==> src/hdl/cfh_pkg.sv <==
// Shared types and constants for the cylinder flux histogram.
package cfh_pkg;

  localparam int CoordBits = 32;
  localparam int FluxBits  = 56;

  typedef enum logic [1:0] {
    OP_CLEAR   = 2'd0,
    OP_ADD     = 2'd1,
    OP_READ    = 2'd2,
    OP_SUMMARY = 2'd3
  } opcode_t;

  typedef enum logic [2:0] {
    CFG_MODE   = 3'd0,
    CFG_RADIUS = 3'd1,
    CFG_AXIAL  = 3'd2,
    CFG_FLUX   = 3'd3,
    CFG_POWER  = 3'd4
  } cfg_index_t;

  typedef struct packed {
    logic [1:0]  opcode;
    logic signed [31:0] coord_x;
    logic signed [31:0] coord_y;
    logic signed [31:0] coord_z;
    logic [5:0]  cell_column;
    logic [5:0]  cell_row;
  } in_item_t;

  typedef struct packed {
    logic        in_range;
    logic [23:0] cell_count;
    logic [55:0] cell_flux;
    logic [31:0] total_hits;
    logic [23:0] peak_count;
    logic [55:0] peak_flux;
    logic [55:0] target_power;
  } out_item_t;

  // Controller to datapath commands.
  typedef struct packed {
    logic load;       // capture item, set up vector
    logic cordic_step;
    logic bin;        // compute column, row, address
    logic mem_read;
    logic update;     // write back count, totals
    logic clr_step;   // clear one cell
    logic clr_first;  // reset clear counter and totals
    logic prod_a;     // first product pass
    logic prod_b;     // second product pass
    logic emit;
  } cmd_t;

  // Datapath to controller status.
  typedef struct packed {
    logic [1:0] op;
    logic       cordic_done;
    logic       clr_done;
  } sts_t;

  // CORDIC angle table, turns in Q0.32.
  function automatic logic [31:0] turn_entry(input logic [4:0] i);
    logic [31:0] t;
    case (i)
      5'd0: t = 32'h20000000;  5'd1: t = 32'h12E4051E;
      5'd2: t = 32'h09FB385B;  5'd3: t = 32'h051111D4;
      5'd4: t = 32'h028B0D43;  5'd5: t = 32'h0145D7E1;
      5'd6: t = 32'h00A2F61E;  5'd7: t = 32'h00517C55;
      5'd8: t = 32'h0028BE53;  5'd9: t = 32'h00145F2F;
      5'd10: t = 32'h000A2F98; 5'd11: t = 32'h000517CC;
      5'd12: t = 32'h00028BE6; 5'd13: t = 32'h000145F3;
      5'd14: t = 32'h0000A2FA; 5'd15: t = 32'h0000517D;
      5'd16: t = 32'h000028BE; 5'd17: t = 32'h0000145F;
      5'd18: t = 32'h00000A30; 5'd19: t = 32'h00000518;
      5'd20: t = 32'h0000028C; 5'd21: t = 32'h00000146;
      5'd22: t = 32'h000000A3; 5'd23: t = 32'h00000051;
      5'd24: t = 32'h00000029; 5'd25: t = 32'h00000014;
      5'd26: t = 32'h0000000A; 5'd27: t = 32'h00000005;
      5'd28: t = 32'h00000003; 5'd29: t = 32'h00000001;
      5'd30: t = 32'h00000001; default: t = 32'h00000000;
    endcase
    return t;
  endfunction

endpackage

==> src/hdl/cfh_ctrl.sv <==
// Controller state machine for the cylinder flux histogram.
module cfh_ctrl
  import cfh_pkg::*;
(
  input  logic clk,
  input  logic rst_n,
  input  logic start,
  input  sts_t sts,
  output logic busy,
  output cmd_t cmd
);

  typedef enum logic [3:0] {
    S_INIT, S_IDLE, S_DISPATCH, S_CORDIC, S_BIN, S_READ, S_UPDATE,
    S_CLEAR, S_PROD_A, S_PROD_B, S_EMIT
  } state_t;

  state_t state_r, state_nxt;

  // Sequence one item through the datapath.
  always_comb begin
    state_nxt = state_r;
    cmd = '0;
    case (state_r)
      // Sweep every cell to zero after reset.
      S_INIT: begin
        cmd.clr_step = 1'b1;
        if (sts.clr_done) state_nxt = S_IDLE;
      end
      S_IDLE: begin
        if (start) begin
          cmd.load = 1'b1;
          state_nxt = S_DISPATCH;
        end
      end
      S_DISPATCH: begin
        case (sts.op)
          OP_CLEAR: begin
            cmd.clr_first = 1'b1;
            state_nxt = S_CLEAR;
          end
          OP_ADD:   state_nxt = S_CORDIC;
          OP_READ: begin
            cmd.mem_read = 1'b1;
            state_nxt = S_READ;
          end
          default:  state_nxt = S_PROD_A;
        endcase
      end
      S_CORDIC: begin
        cmd.cordic_step = 1'b1;
        if (sts.cordic_done) state_nxt = S_BIN;
      end
      S_BIN: begin
        cmd.bin = 1'b1;
        state_nxt = S_READ;
      end
      S_READ: begin
        if (sts.op == OP_ADD) cmd.mem_read = 1'b1;
        state_nxt = (sts.op == OP_ADD) ? S_UPDATE : S_PROD_A;
      end
      S_UPDATE: begin
        cmd.update = 1'b1;
        state_nxt = S_PROD_A;
      end
      S_CLEAR: begin
        cmd.clr_step = 1'b1;
        if (sts.clr_done) state_nxt = S_PROD_A;
      end
      S_PROD_A: begin
        cmd.prod_a = 1'b1;
        state_nxt = S_PROD_B;
      end
      S_PROD_B: begin
        cmd.prod_b = 1'b1;
        state_nxt = S_EMIT;
      end
      S_EMIT: begin
        cmd.emit = 1'b1;
        state_nxt = S_IDLE;
      end
      default: state_nxt = S_IDLE;
    endcase
  end

  // Hold state.
  always_ff @(posedge clk) begin
    if (!rst_n) begin
      state_r <= S_INIT;
    end else begin
      state_r <= state_nxt;
    end
  end

  assign busy = (state_r != S_IDLE);

endmodule

==> config.mk <==
export PLATFORM = sky130hd
export DESIGN_NAME = cfh_ctrl
export DESIGN_NICKNAME = d
export VERILOG_FILES = /design/src/hdl/cfh_pkg.sv /design/src/hdl/cfh_ctrl.sv
export SDC_FILE = /design/constraint.sdc
export NUM_CORES = 1
export LEC_CHECK = 0
export ABC_AREA = 1
export BUFFER_PORTS_ARGS = -buffer_cell sky130_fd_sc_hd__buf_4
export CAP_MARGIN = 5
export CORE_AREA = 2 2 39 41
export CTS_CLUSTER_SIZE = 8
export DETAILED_ROUTE_END_ITERATION = 8
export DIE_AREA = 0 0 41 43
export PLACE_DENSITY = 0.65
export SLEW_MARGIN = 20
export SYNTH_ARGS = -nofsm -noshare
export SYNTH_HDL_FRONTEND = slang
export SYNTH_SLANG_ARGS = --single-unit
==> constraint.sdc <==
create_clock -name clk -period 1.6 [get_ports clk]
set_input_delay 0.32 -clock clk [delete_from_list [all_inputs] [get_ports clk]]
set_output_delay 0.32 -clock clk [all_outputs]
set_load 0.005 [all_outputs]
# --- Yosys cells after proc, flatten, opt, wreduce, memory -nomap -nowiden ---
# Index checks and enable logic that the tools add are counted.
classes:
  multipliers: 0
  n_eq_ne: 17
  div_mod_pow: 0
  bitwise: 0
  mux: 21
  n_lt_le_gt_ge: 0
  n_reduce_logical: 4
  n_shift: 0
  addsub: 0
ops:
  columns: ["cell", "n"]
  rows:
  - ["$pmux W4 S10", 1]
  - ["$mux W4", 5]
  - ["$eq A4 B3 Y1 const B", 4]
  - ["$mux W1", 13]
  - ["$eq A4 B4 Y1 const B", 3]
  - ["$pmux W4 S3", 1]
  - ["$eq A4 B2 Y1 const B", 2]
  - ["$ne A2 B2 Y1 const B", 4]
  - ["$eq A4 B1 Y1 const B", 1]
  - ["$logic_not A4 Y1", 1]
  - ["$ne A4 B1 Y1 const B", 1]
  - ["$reduce_and A4 Y1", 1]
  - ["$eq A2 B1 Y1 const B", 1]
  - ["$eq A2 B2 Y1 const B", 1]
  - ["$logic_not A2 Y1", 1]
  - ["$pmux W1 S2", 1]
  - ["$reduce_or A2 Y1", 1]
totals:
  ram_bits: 0
  ff_bits: 4
  romBits: 0
  mem_count: 0
  latchBits: 0

# --- Depth between registers and ports, before layout ---
# Gate-level depths: netlist of run 1.
depth:
  depth_word: 3
  ltp_mapped: 9

# --- Worst setup path after synthesis of run 1 ---
# No wires, ideal clock.
synth_path:
  path_kind: "register to output"
  startpoint: "reg state_r[1]"
  endpoint: "out cmd[6] (netlist bit)"
  stages_incl_launch_ff: 5
  arrival_ns: 0.908
  setup_slack_ns: 0.372
  path_cell_list: "dfxtp_1 > inv_2 > nor2_2 > nand3_1 > o21ai_0"
synth_lines:
  columns: ["element", "line", "text"]
  rows:
  - ["start: declaration", "cfh_ctrl.sv:18", "state_t state_r, state_nxt;"]
  - ["start signal: assignment", "cfh_ctrl.sv:91", "state_r <= state_nxt;"]
  - ["end: declaration", "cfh_ctrl.sv:10", "output cmd_t cmd"]

==> flow_summary_export.csv, run 1 <==
group,metric,value,unit
worst_setup_path,cpMaxStageDelayCell,"dfxtp_2",
synthesis,seq_area_frac_synth,18.6,%
worst_hold_path,hp-class,"input pin to flop",
clocking,h-tree-depth,1,
synthesis,synth_nets,91,
synthesis,synth_compound_area_share,6.69,%
synthesis,synth_xor_area_share,0,%
floorplanning,core,1380,um2
detailed_routing,met2WireLength,525,um
placement,io_buffers,17,
flow_run,cap_violations,0,
detailed_routing,top_layer_used,"met4",
timing,setup_ws,0.0755,ns
clocking,cts.sinks,4,
synthesis,synth_mux_area_share,0,%
timing,tightest_slew,0.234,ns
timing,rsz0062_at_grt,"false",
floorplanning,die-area,1760,um2
synthesis,synth_largest_area_cell,"nand2_1",
placement,hpwl,875,um
clocking,cts_buffer_depth,2,
layout,finalNetCount,115,
synthesis,synth_most_common_cell,"nand2_1",
worst_setup_path,crit_arrival,1.20,ns
timing,fmax,656,MHz
worst_setup_path,reg2reg_from,"state_r[3]",
global_route,grt-ovfl-total,0,
layout,syn2layout_area_growth,45.9,%
run_status,status,"completed",
power_and_ir_drop,ir_drop,0.000810,V
worst_setup_path,slowest_delay,0.34,ns
synthesis,synth_top_family_by_area,"simple AND/OR/NAND/NOR gates",
synthesis,synth_commonest_cells,"22 x nand2_1, 18 x nor2_1, 16 x inv_1",
worst_setup_path,cp-startpoint,"state_r[2]",
synthesis,yosys_warnings,0,
layout,top_register,"state_r",
placement,dp_slack,0.179,ns
worst_hold_path,min_from,"rst_n",
synthesis,async_reset_ff_share,0,%
detailed_routing,routedWlPerCell,9.26,um
placement,post_dp_cell_area,578,um2
worst_setup_path,crit_chain,"inv_1 -> nand2_1 -> nor2_1 -> buf_4",
timing,fin_skew,0.00174,ns
timing,setup_tns,0,ns
global_route,grt_max_degree,8,
layout,n_fill_cell,158,
synthesis,synth-simple-area-share,59.9,%
global_route,grt_usage,14.2,%
timing,report.final.slew_viol_count,0,
synthesis,synthDistinctLibCells,12,
layout,post-route-cell-area,628,um2
timing,relSlewSlack,84.2,%
synthesis,synth-edff-count,0,
synthesis,synthAdderAreaFrac,0,%
detailed_routing,firstDrtPassIters,4,
detailed_routing,wl_met3,79,um
clocking,cts_tree,"done",
timing,min_period_over_period,95.3,%
synthesis,synth-seq-cells,4,
detailed_routing,drt-met1-wl,495,um
placement,globalplace.congestion,0.823,
clocking,clock_latency,0.23,ns
layout,multi_input_area,292,um2
layout,largest_register_ffs,4,
floorplanning,die_h,43,um
global_route,grt_pass1_wl,1.75,mm
worst_setup_path,required,1.28,ns
clocking,clock-root-buffer,"clkbuf_4",
worst_setup_path,startpoint_type,"flop",
detailed_routing,drtIter0Drc,9,
power_and_ir_drop,p_per_area,1830,nW/um2
synthesis,synthCells,84,
layout,antennaDiodeCount,0,
timing,holdWs,0.329,ns
worst_setup_path,cp_max_fo,4,
power_and_ir_drop,power_leakage,0.369,nW
layout,drive_gt1_share,31.1,%
layout,layout.area.seq,87.6,um2
timing,hold_viol_final,0,
global_route,antenna_found_initial,0,
detailed_routing,vias,565,
worst_setup_path,path_buf_inv,2,
floorplanning,ios,18,
clocking,numCtsBuffers,3,
floorplanning,die_w,41,um
synthesis,yosys-top-cells-area,"nand2_1 19%, dfxtp_1 19%, nor2_1 16%",
floorplanning,rows,14,
global_route,grt_pass1_vias,473,
detailed_routing,final_antenna_net_count,0,
worst_setup_path,path_delay_family,"flip-flops",
layout,reg.largest.list,"state_r x4",
detailed_routing,wirelength,1.13,mm
timing,setup_viol,0,
synthesis,ys.flop_type,"dfxtp_1",
worst_setup_path,cp-end-kind,"output port",
detailed_routing,vias_per_cell,4.63,
floorplanning,initial_utilization,31.1,%
synthesis,synth_area_per_cell,5.12,um2
detailed_routing,drc,0,
synthesis,netlist_area,430,um2
clocking,clkTransAtPathRegs,0.04,ns
worst_setup_path,critical_path_class,"flop to output port",
synthesis,yosysTopAreaCellShare,19.2,%
timing,layout_min_cycle_time,1.52,ns
-- power by group --
group | switching (W) | internal [W] | leakage [nW]
clock network | 0.0000407 | 0.0000839 | 0.0138
logic | 0.000457 | 0.000334 | 0.320
registers | 0.0000757 | 0.000158 | 0.0347
total | 0.000573 | 0.000576 | 0.369
-- per-stage QoR --
step                util [%]  instances  total power (W)
floorplan                  -         84         0.000711
global placement        41.8        117         0.000941
detailed placement      41.8        117         0.000942
CTS                     44.6        122          0.00112
global route            45.4        122          0.00126
finish                  45.4        122          0.00115
-- cell usage in the layout, fill, tap and decap left out --
cell / instances
a21oi_2: 1
buf_4: 19
clkbuf_4: 3
dfxtp_2: 3
dfxtp_4: 1
inv_1: 16
inv_2: 1
nand2_1: 22
nand3_1: 12
nand4_1: 1
nor2_1: 18
nor2_2: 2
nor2_4: 3
o21ai_0: 2
o21ai_1: 2
-- worst paths after layout --
path | slack, ns | endpoint | depth (start not counted)
min reg2reg | 0.54 | state_r[1] | 2
min | 0.33 | state_r[3] | 3
max reg2reg | 0.40 | state_r[2] | 8
max | 0.08 | cmd[2] | 4
-- layer usage --
metal	vias to the layer above	global-route usage, %
li1	301	-
met1	233	17.6
met2	27	20.6
met3	4	4.71
met4	0	8.00
met5	-	0
-- cell families after synthesis --
group / after synthesis
flip-flops: 4
buffers and inverters: 17
AND/OR/NAND/NOR: 58
AO/OA/AOI/OAI: 5
-- what timing repair did --
action,4_1_cts,5_1_grt
endpoints found under the setup margin,1,6
pin swaps,1,0
setup buffers,2,0
resized for setup,1,6
hold buffers,0,0
-- layout make-up --
cell class              instances  share of cell area, %
multi-input cells              63                   46.4
repair buffers                 19                   22.7
flip-flops and latches          4                   13.9
inverters                      17                   10.2
clock buffers                   3                   3.59
well taps                      16                   3.19
-- tightest hold or removal path, stage by stage --
cell and delay, ns:
buf_4 0.12, inv_1 0.04, nor2_1 0.03
(Power assumes the default switching activity.)
==> run 2, diff against run 1 <==
CTS_CLUSTER_SIZE = 16   (was 8)
HOLD_SLACK_MARGIN = 0.05   (was unset)
PLACE_DENSITY = unset   (was 0.65)
==> flow_summary_export.csv, run 2 (synthesis gave the netlist of run 1 again) <==
group,metric,value,unit
layout,finalNetCount,117,
layout,largest_register_ffs,4,
placement,hpwl,884,um
clocking,clock-root-buffer,"clkbuf_4",
floorplanning,ios,18,
global_route,grt_pass1_vias,481,
worst_setup_path,ff2ff_path_depth,8,
timing,report.final.slew_viol_count,0,
clocking,clkTransAtPathRegs,0.04,ns
placement,io_buffers,17,
global_route,grt_pass1_wl,1.84,mm
layout,syn2layout_area_growth,48.8,%
clocking,cts.sinks,4,
detailed_routing,firstDrtPassIters,4,
detailed_routing,drtIter0Drc,14,
clocking,cts_tree,"done",
detailed_routing,drc,0,
timing,fmax,659,MHz
detailed_routing,final_antenna_net_count,0,
timing,fin_skew,0.00143,ns
worst_hold_path,whs_path_depth,3,
timing,min_period_over_period,94.8,%
global_route,grt_usage,14.8,%
timing,rsz0062_at_grt,"false",
timing,setup_viol,0,
power_and_ir_drop,p_sw_share,49.0,%
worst_setup_path,required,1.28,ns
clocking,numCtsBuffers,3,
timing,tightest_slew,0.235,ns
floorplanning,die-area,1760,um2
power_and_ir_drop,power_frac_clock,10.6,%
power_and_ir_drop,comb_power_share,70.4,%
detailed_routing,vias,583,
clocking,h-tree-depth,1,
floorplanning,die_h,43,um
floorplanning,rows,14,
placement,globalplace.congestion,0.817,
detailed_routing,vias_per_cell,4.70,
flow_run,cap_violations,0,
detailed_routing,routedWlPerCell,9.26,um
detailed_routing,wirelength,1.15,mm
power_and_ir_drop,ir_drop,0.000699,V
layout,top_register,"state_r",
clocking,cts_hold_buf,0,
global_route,grt_max_degree,8,
worst_setup_path,cp_max_fo,7,
clocking,clock_latency,0.23,ns
global_route,antenna_found_initial,0,
worst_hold_path,hp-class,"input pin to flop",
worst_setup_path,cp-end-kind,"output port",
power_and_ir_drop,total_power,0.00118,W
layout,n_fill_cell,162,
layout,drive_gt1_share,32.4,%
worst_setup_path,crit_arrival,1.20,ns
clocking,cts_buffer_depth,2,
run_status,status,"completed",
worst_setup_path,critical_path_class,"flop to output port",
power_and_ir_drop,p_int,0.000601,W
layout,final_cell_mix,"22 x nand2_1, 21 x buf_4, 18 x nor2_1",
layout,antennaDiodeCount,0,
global_route,grt-ovfl-total,0,
timing,layout_min_cycle_time,1.52,ns
timing,hold_viol_final,0,
floorplanning,die_w,41,um
power_and_ir_drop,power_leakage,0.378,nW
power_and_ir_drop,power_switching,0.000577,W
layout,reg.largest.list,"state_r x4",
floorplanning,core,1380,um2
worst_setup_path,startpoint_type,"flop",
power_and_ir_drop,p_per_area,1840,nW/um2
timing,setup_tns,0,ns
layout,final_common_cell,"nand2_1",
floorplanning,initial_utilization,31.1,%
timing,relSlewSlack,84.2,%
power_and_ir_drop,p_seq_share,19.0,%
run 2: cell types whose count changed in the layout (fill, tap and decap cells not counted), sizes merged:
cell / change
buf: +2
run 2: stage by stage:
stage	hold slack (ns)	cell area [um2]	utilization [%]	std cells	worst slack, ns
finish	0.324	641	46.3	124	0.0833
global placement	0.562	578	41.8	117	0.232
global route	0.325	641	46.3	124	0.00903
CTS	0.331	624	45.1	123	0.0103
floorplan	0.432	430	-	84	0.372
detailed placement	0.570	578	41.8	117	0.187
run 2: path summary, 6_finish.rpt:
| path | startpoint | end | slack [ns] |
|---|---|---|---|
| max | state_r[1] | cmd[6] | 0.08 |
| min | rst_n | state_r[3] | 0.32 |
| max reg2reg | state_r[3] | state_r[2] | 0.33 |
| min reg2reg | state_r[1] | state_r[1] | 0.54 |
run 2: what timing repair did:
| item | CTS | global route |
|---|---|---|
| endpoints found under the setup margin | 1 | 6 |
| pin swaps | 1 | 1 |
| buffers inserted | 3 | 1 |
| resized for setup | 1 | 5 |
run 2: routing by layer:
| metal | GRT usage [%] | vias to the layer above | part of all wire [%] | wire, um |
|---|---|---|---|---|
| met3 | 1.57 | 2 | 6.1 | 70 |
| li1 | - | 308 | - | - |
| met4 | 4.00 | 0 | 1.2 | 14 |
| met5 | 0 | - | 0 | 0 |
| met2 | 24.7 | 22 | 50 | 571 |
| met1 | 19.0 | 251 | 43 | 492 |
run 2: area by class of cell:
type,count,area (um2),share of cell area (%)
inverter,17,63.8,9.96
timing repair buffer,21,158,24.6
tap,16,20.0,3.13
multi-input combinational,63,292,45.5
clock buffer,3,22.5,3.52
sequential,4,85.1,13.3
run 2: power groups by stage:
stage	registers, W	logic [W]	clock network [W]
floorplan	0.000201	0.000510	0
CTS	0.000214	0.000799	0.000126
finish	0.000224	0.000829	0.000124
global route	0.000237	0.000934	0.000138
global placement	0.000213	0.000731	0
detailed placement	0.000213	0.000730	0
run 2: critical path: stages (launching register included):
cell,delay (ns)
dfxtp_2,0.37
inv_2,0.07
nor2_4,0.12
nand3_1,0.12
o21ai_1,0.15
buf_4,0.13
==> run 3, diff against run 2 <==
GPL_TIMING_DRIVEN = 0   (was unset)
==> flow_summary_export.csv, run 3 (synthesis gave the netlist of run 1 again) <==
group,metric,value,unit
global_route,antenna_found_initial,0,
worst_setup_path,cp-end-kind,"output port",
floorplanning,die_w,41,um
detailed_routing,met2WireLength,534,um
detailed_routing,drc,0,
clocking,cts_hold_buf,0,
power_and_ir_drop,total_power,0.00113,W
clocking,clock-root-buffer,"clkbuf_4",
detailed_routing,wl_met3,73,um
clocking,clkTransAtPathRegs,0.04,ns
timing,setup_tns,0,ns
detailed_routing,final_antenna_net_count,0,
layout,finalNetCount,114,
power_and_ir_drop,ir_drop,0.000730,V
layout,n_fill_cell,155,
global_route,grt_pass1_vias,475,
placement,globalplace.congestion,0.859,
worst_setup_path,cpMaxStageDelayCell,"dfxtp_2",
layout,reg.largest.list,"state_r x4",
layout,top_register,"state_r",
timing,hold_viol_final,0,
placement,dp.cells,117,
run_status,status,"completed",
layout,syn2layout_area_growth,45.3,%
worst_setup_path,crit_arrival,1.18,ns
floorplanning,ios,18,
floorplanning,die_h,43,um
timing,fmax,667,MHz
worst_setup_path,slowest_delay,0.39,ns
layout,final_common_cell,"nand2_1",
floorplanning,initial_utilization,31.1,%
layout,post-route-cell-area,626,um2
floorplanning,die-area,1760,um2
layout,largest_register_ffs,4,
timing,min_period_over_period,93.7,%
detailed_routing,routedWlPerCell,9.34,um
layout,drive_gt1_share,32.4,%
detailed_routing,vias,539,
flow_run,cap_violations,0,
layout,stdcell_count,121,
layout,final_cell_mix,"22 x nand2_1, 18 x nor2_1, 17 x buf_4",
detailed_routing,top_layer_used,"met3",
timing,fin_skew,0.00297,ns
timing,holdWs,0.328,ns
floorplanning,core,1380,um2
timing,layout_min_cycle_time,1.50,ns
worst_setup_path,startpoint_type,"flop",
detailed_routing,drt-met1-wl,522,um
clocking,numCtsBuffers,3,
detailed_routing,firstDrtPassIters,6,
clocking,cts_buffer_depth,2,
timing,tightest_slew,0.226,ns
clocking,clock_latency,0.23,ns
worst_setup_path,required,1.28,ns
global_route,grt_max_degree,8,
worst_setup_path,critical_path_class,"flop to output port",
worst_hold_path,hp-class,"input pin to flop",
detailed_routing,drtIter0Drc,19,
power_and_ir_drop,power_leakage,0.364,nW
global_route,grt_pass1_wl,1.89,mm
clocking,cts.sinks,4,
global_route,grt-ovfl-total,0,
worst_setup_path,crit_top_cell,"inv_1",
global_route,grt_usage,15.4,%
placement,hpwl,880,um
clocking,h-tree-depth,1,
placement,io_buffers,17,
timing,rsz0062_at_grt,"false",
placement,post_dp_cell_area,578,um2
floorplanning,rows,14,
worst_setup_path,cp_max_fo,5,
layout,antennaDiodeCount,0,
worst_setup_path,path_delay_family,"flip-flops",
worst_setup_path,path_buf_inv,3,
timing,relSlewSlack,84.9,%
worst_setup_path,crit_chain,"inv_1 -> nor2_4 -> nand2_1 -> inv_1 -> buf_4",
power_and_ir_drop,p_per_area,1800,nW/um2
timing,report.final.slew_viol_count,0,
detailed_routing,wirelength,1.13,mm
detailed_routing,vias_per_cell,4.45,
timing,setup_viol,0,
clocking,cts_tree,"done",
## run 3: worst paths after layout
| kind | start | cells after the start | slack (ns) | end |
|---|---|---|---|---|
| min | rst_n | 3 | 0.33 | state_r[3] |
| max reg2reg | state_r[2] | 7 | 0.36 | state_r[2] |
| min reg2reg | state_r[1] | 2 | 0.54 | state_r[1] |
| max | state_r[2] | 5 | 0.10 | cmd[7] |
## run 3: final cells by class
class	count	area [um2]	share of cell area, %
Multi-Input combinational cell	64	307	49.0
Sequential cell	4	85.1	13.6
Clock buffer	3	22.5	3.60
Inverter	17	63.8	10.2
Timing Repair Buffer	17	128	20.4
Tap cell	16	20.0	3.20
## run 3: worst min-delay path, delay by kind of cell
kind | cells | cell delay (ns)
buf+inv | 2 | 0.17
simple gates | 1 | 0.03
## run 3: layer usage
layer | track usage, % | up-vias
met5 | 0 | -
met4 | 2.00 | 0
met3 | 4.71 | 0
met2 | 23.1 | 19
met1 | 21.5 | 219
li1 | - | 301
## run 3: power by group
group / leakage [nW] / internal [W] / total (W) / switching, W
clock network: 0.0138 / 0.0000838 / 0.000123 / 0.0000394
logic: 0.316 / 0.000309 / 0.000763 / 0.000455
registers: 0.0344 / 0.000154 / 0.000239 / 0.0000850
total: 0.364 / 0.000546 / 0.00113 / 0.000579
## run 3: timing repair
item,in CTS,in global routing
cloned,1,0
gates resized for setup,4,4
pin swaps,1,0
buffers inserted,0,0
setup endpoints to repair,2,2
## run 3: stage by stage
| stage | utilization [%] | worst slack [ns] |
|---|---|---|
| floorplan | - | 0.372 |
| global placement | 41.8 | 0.161 |
| detailed placement | 41.8 | 0.169 |
| CTS | 44.5 | 0.0364 |
| global route | 45.2 | 0.00192 |
| finish | 45.2 | 0.100 |
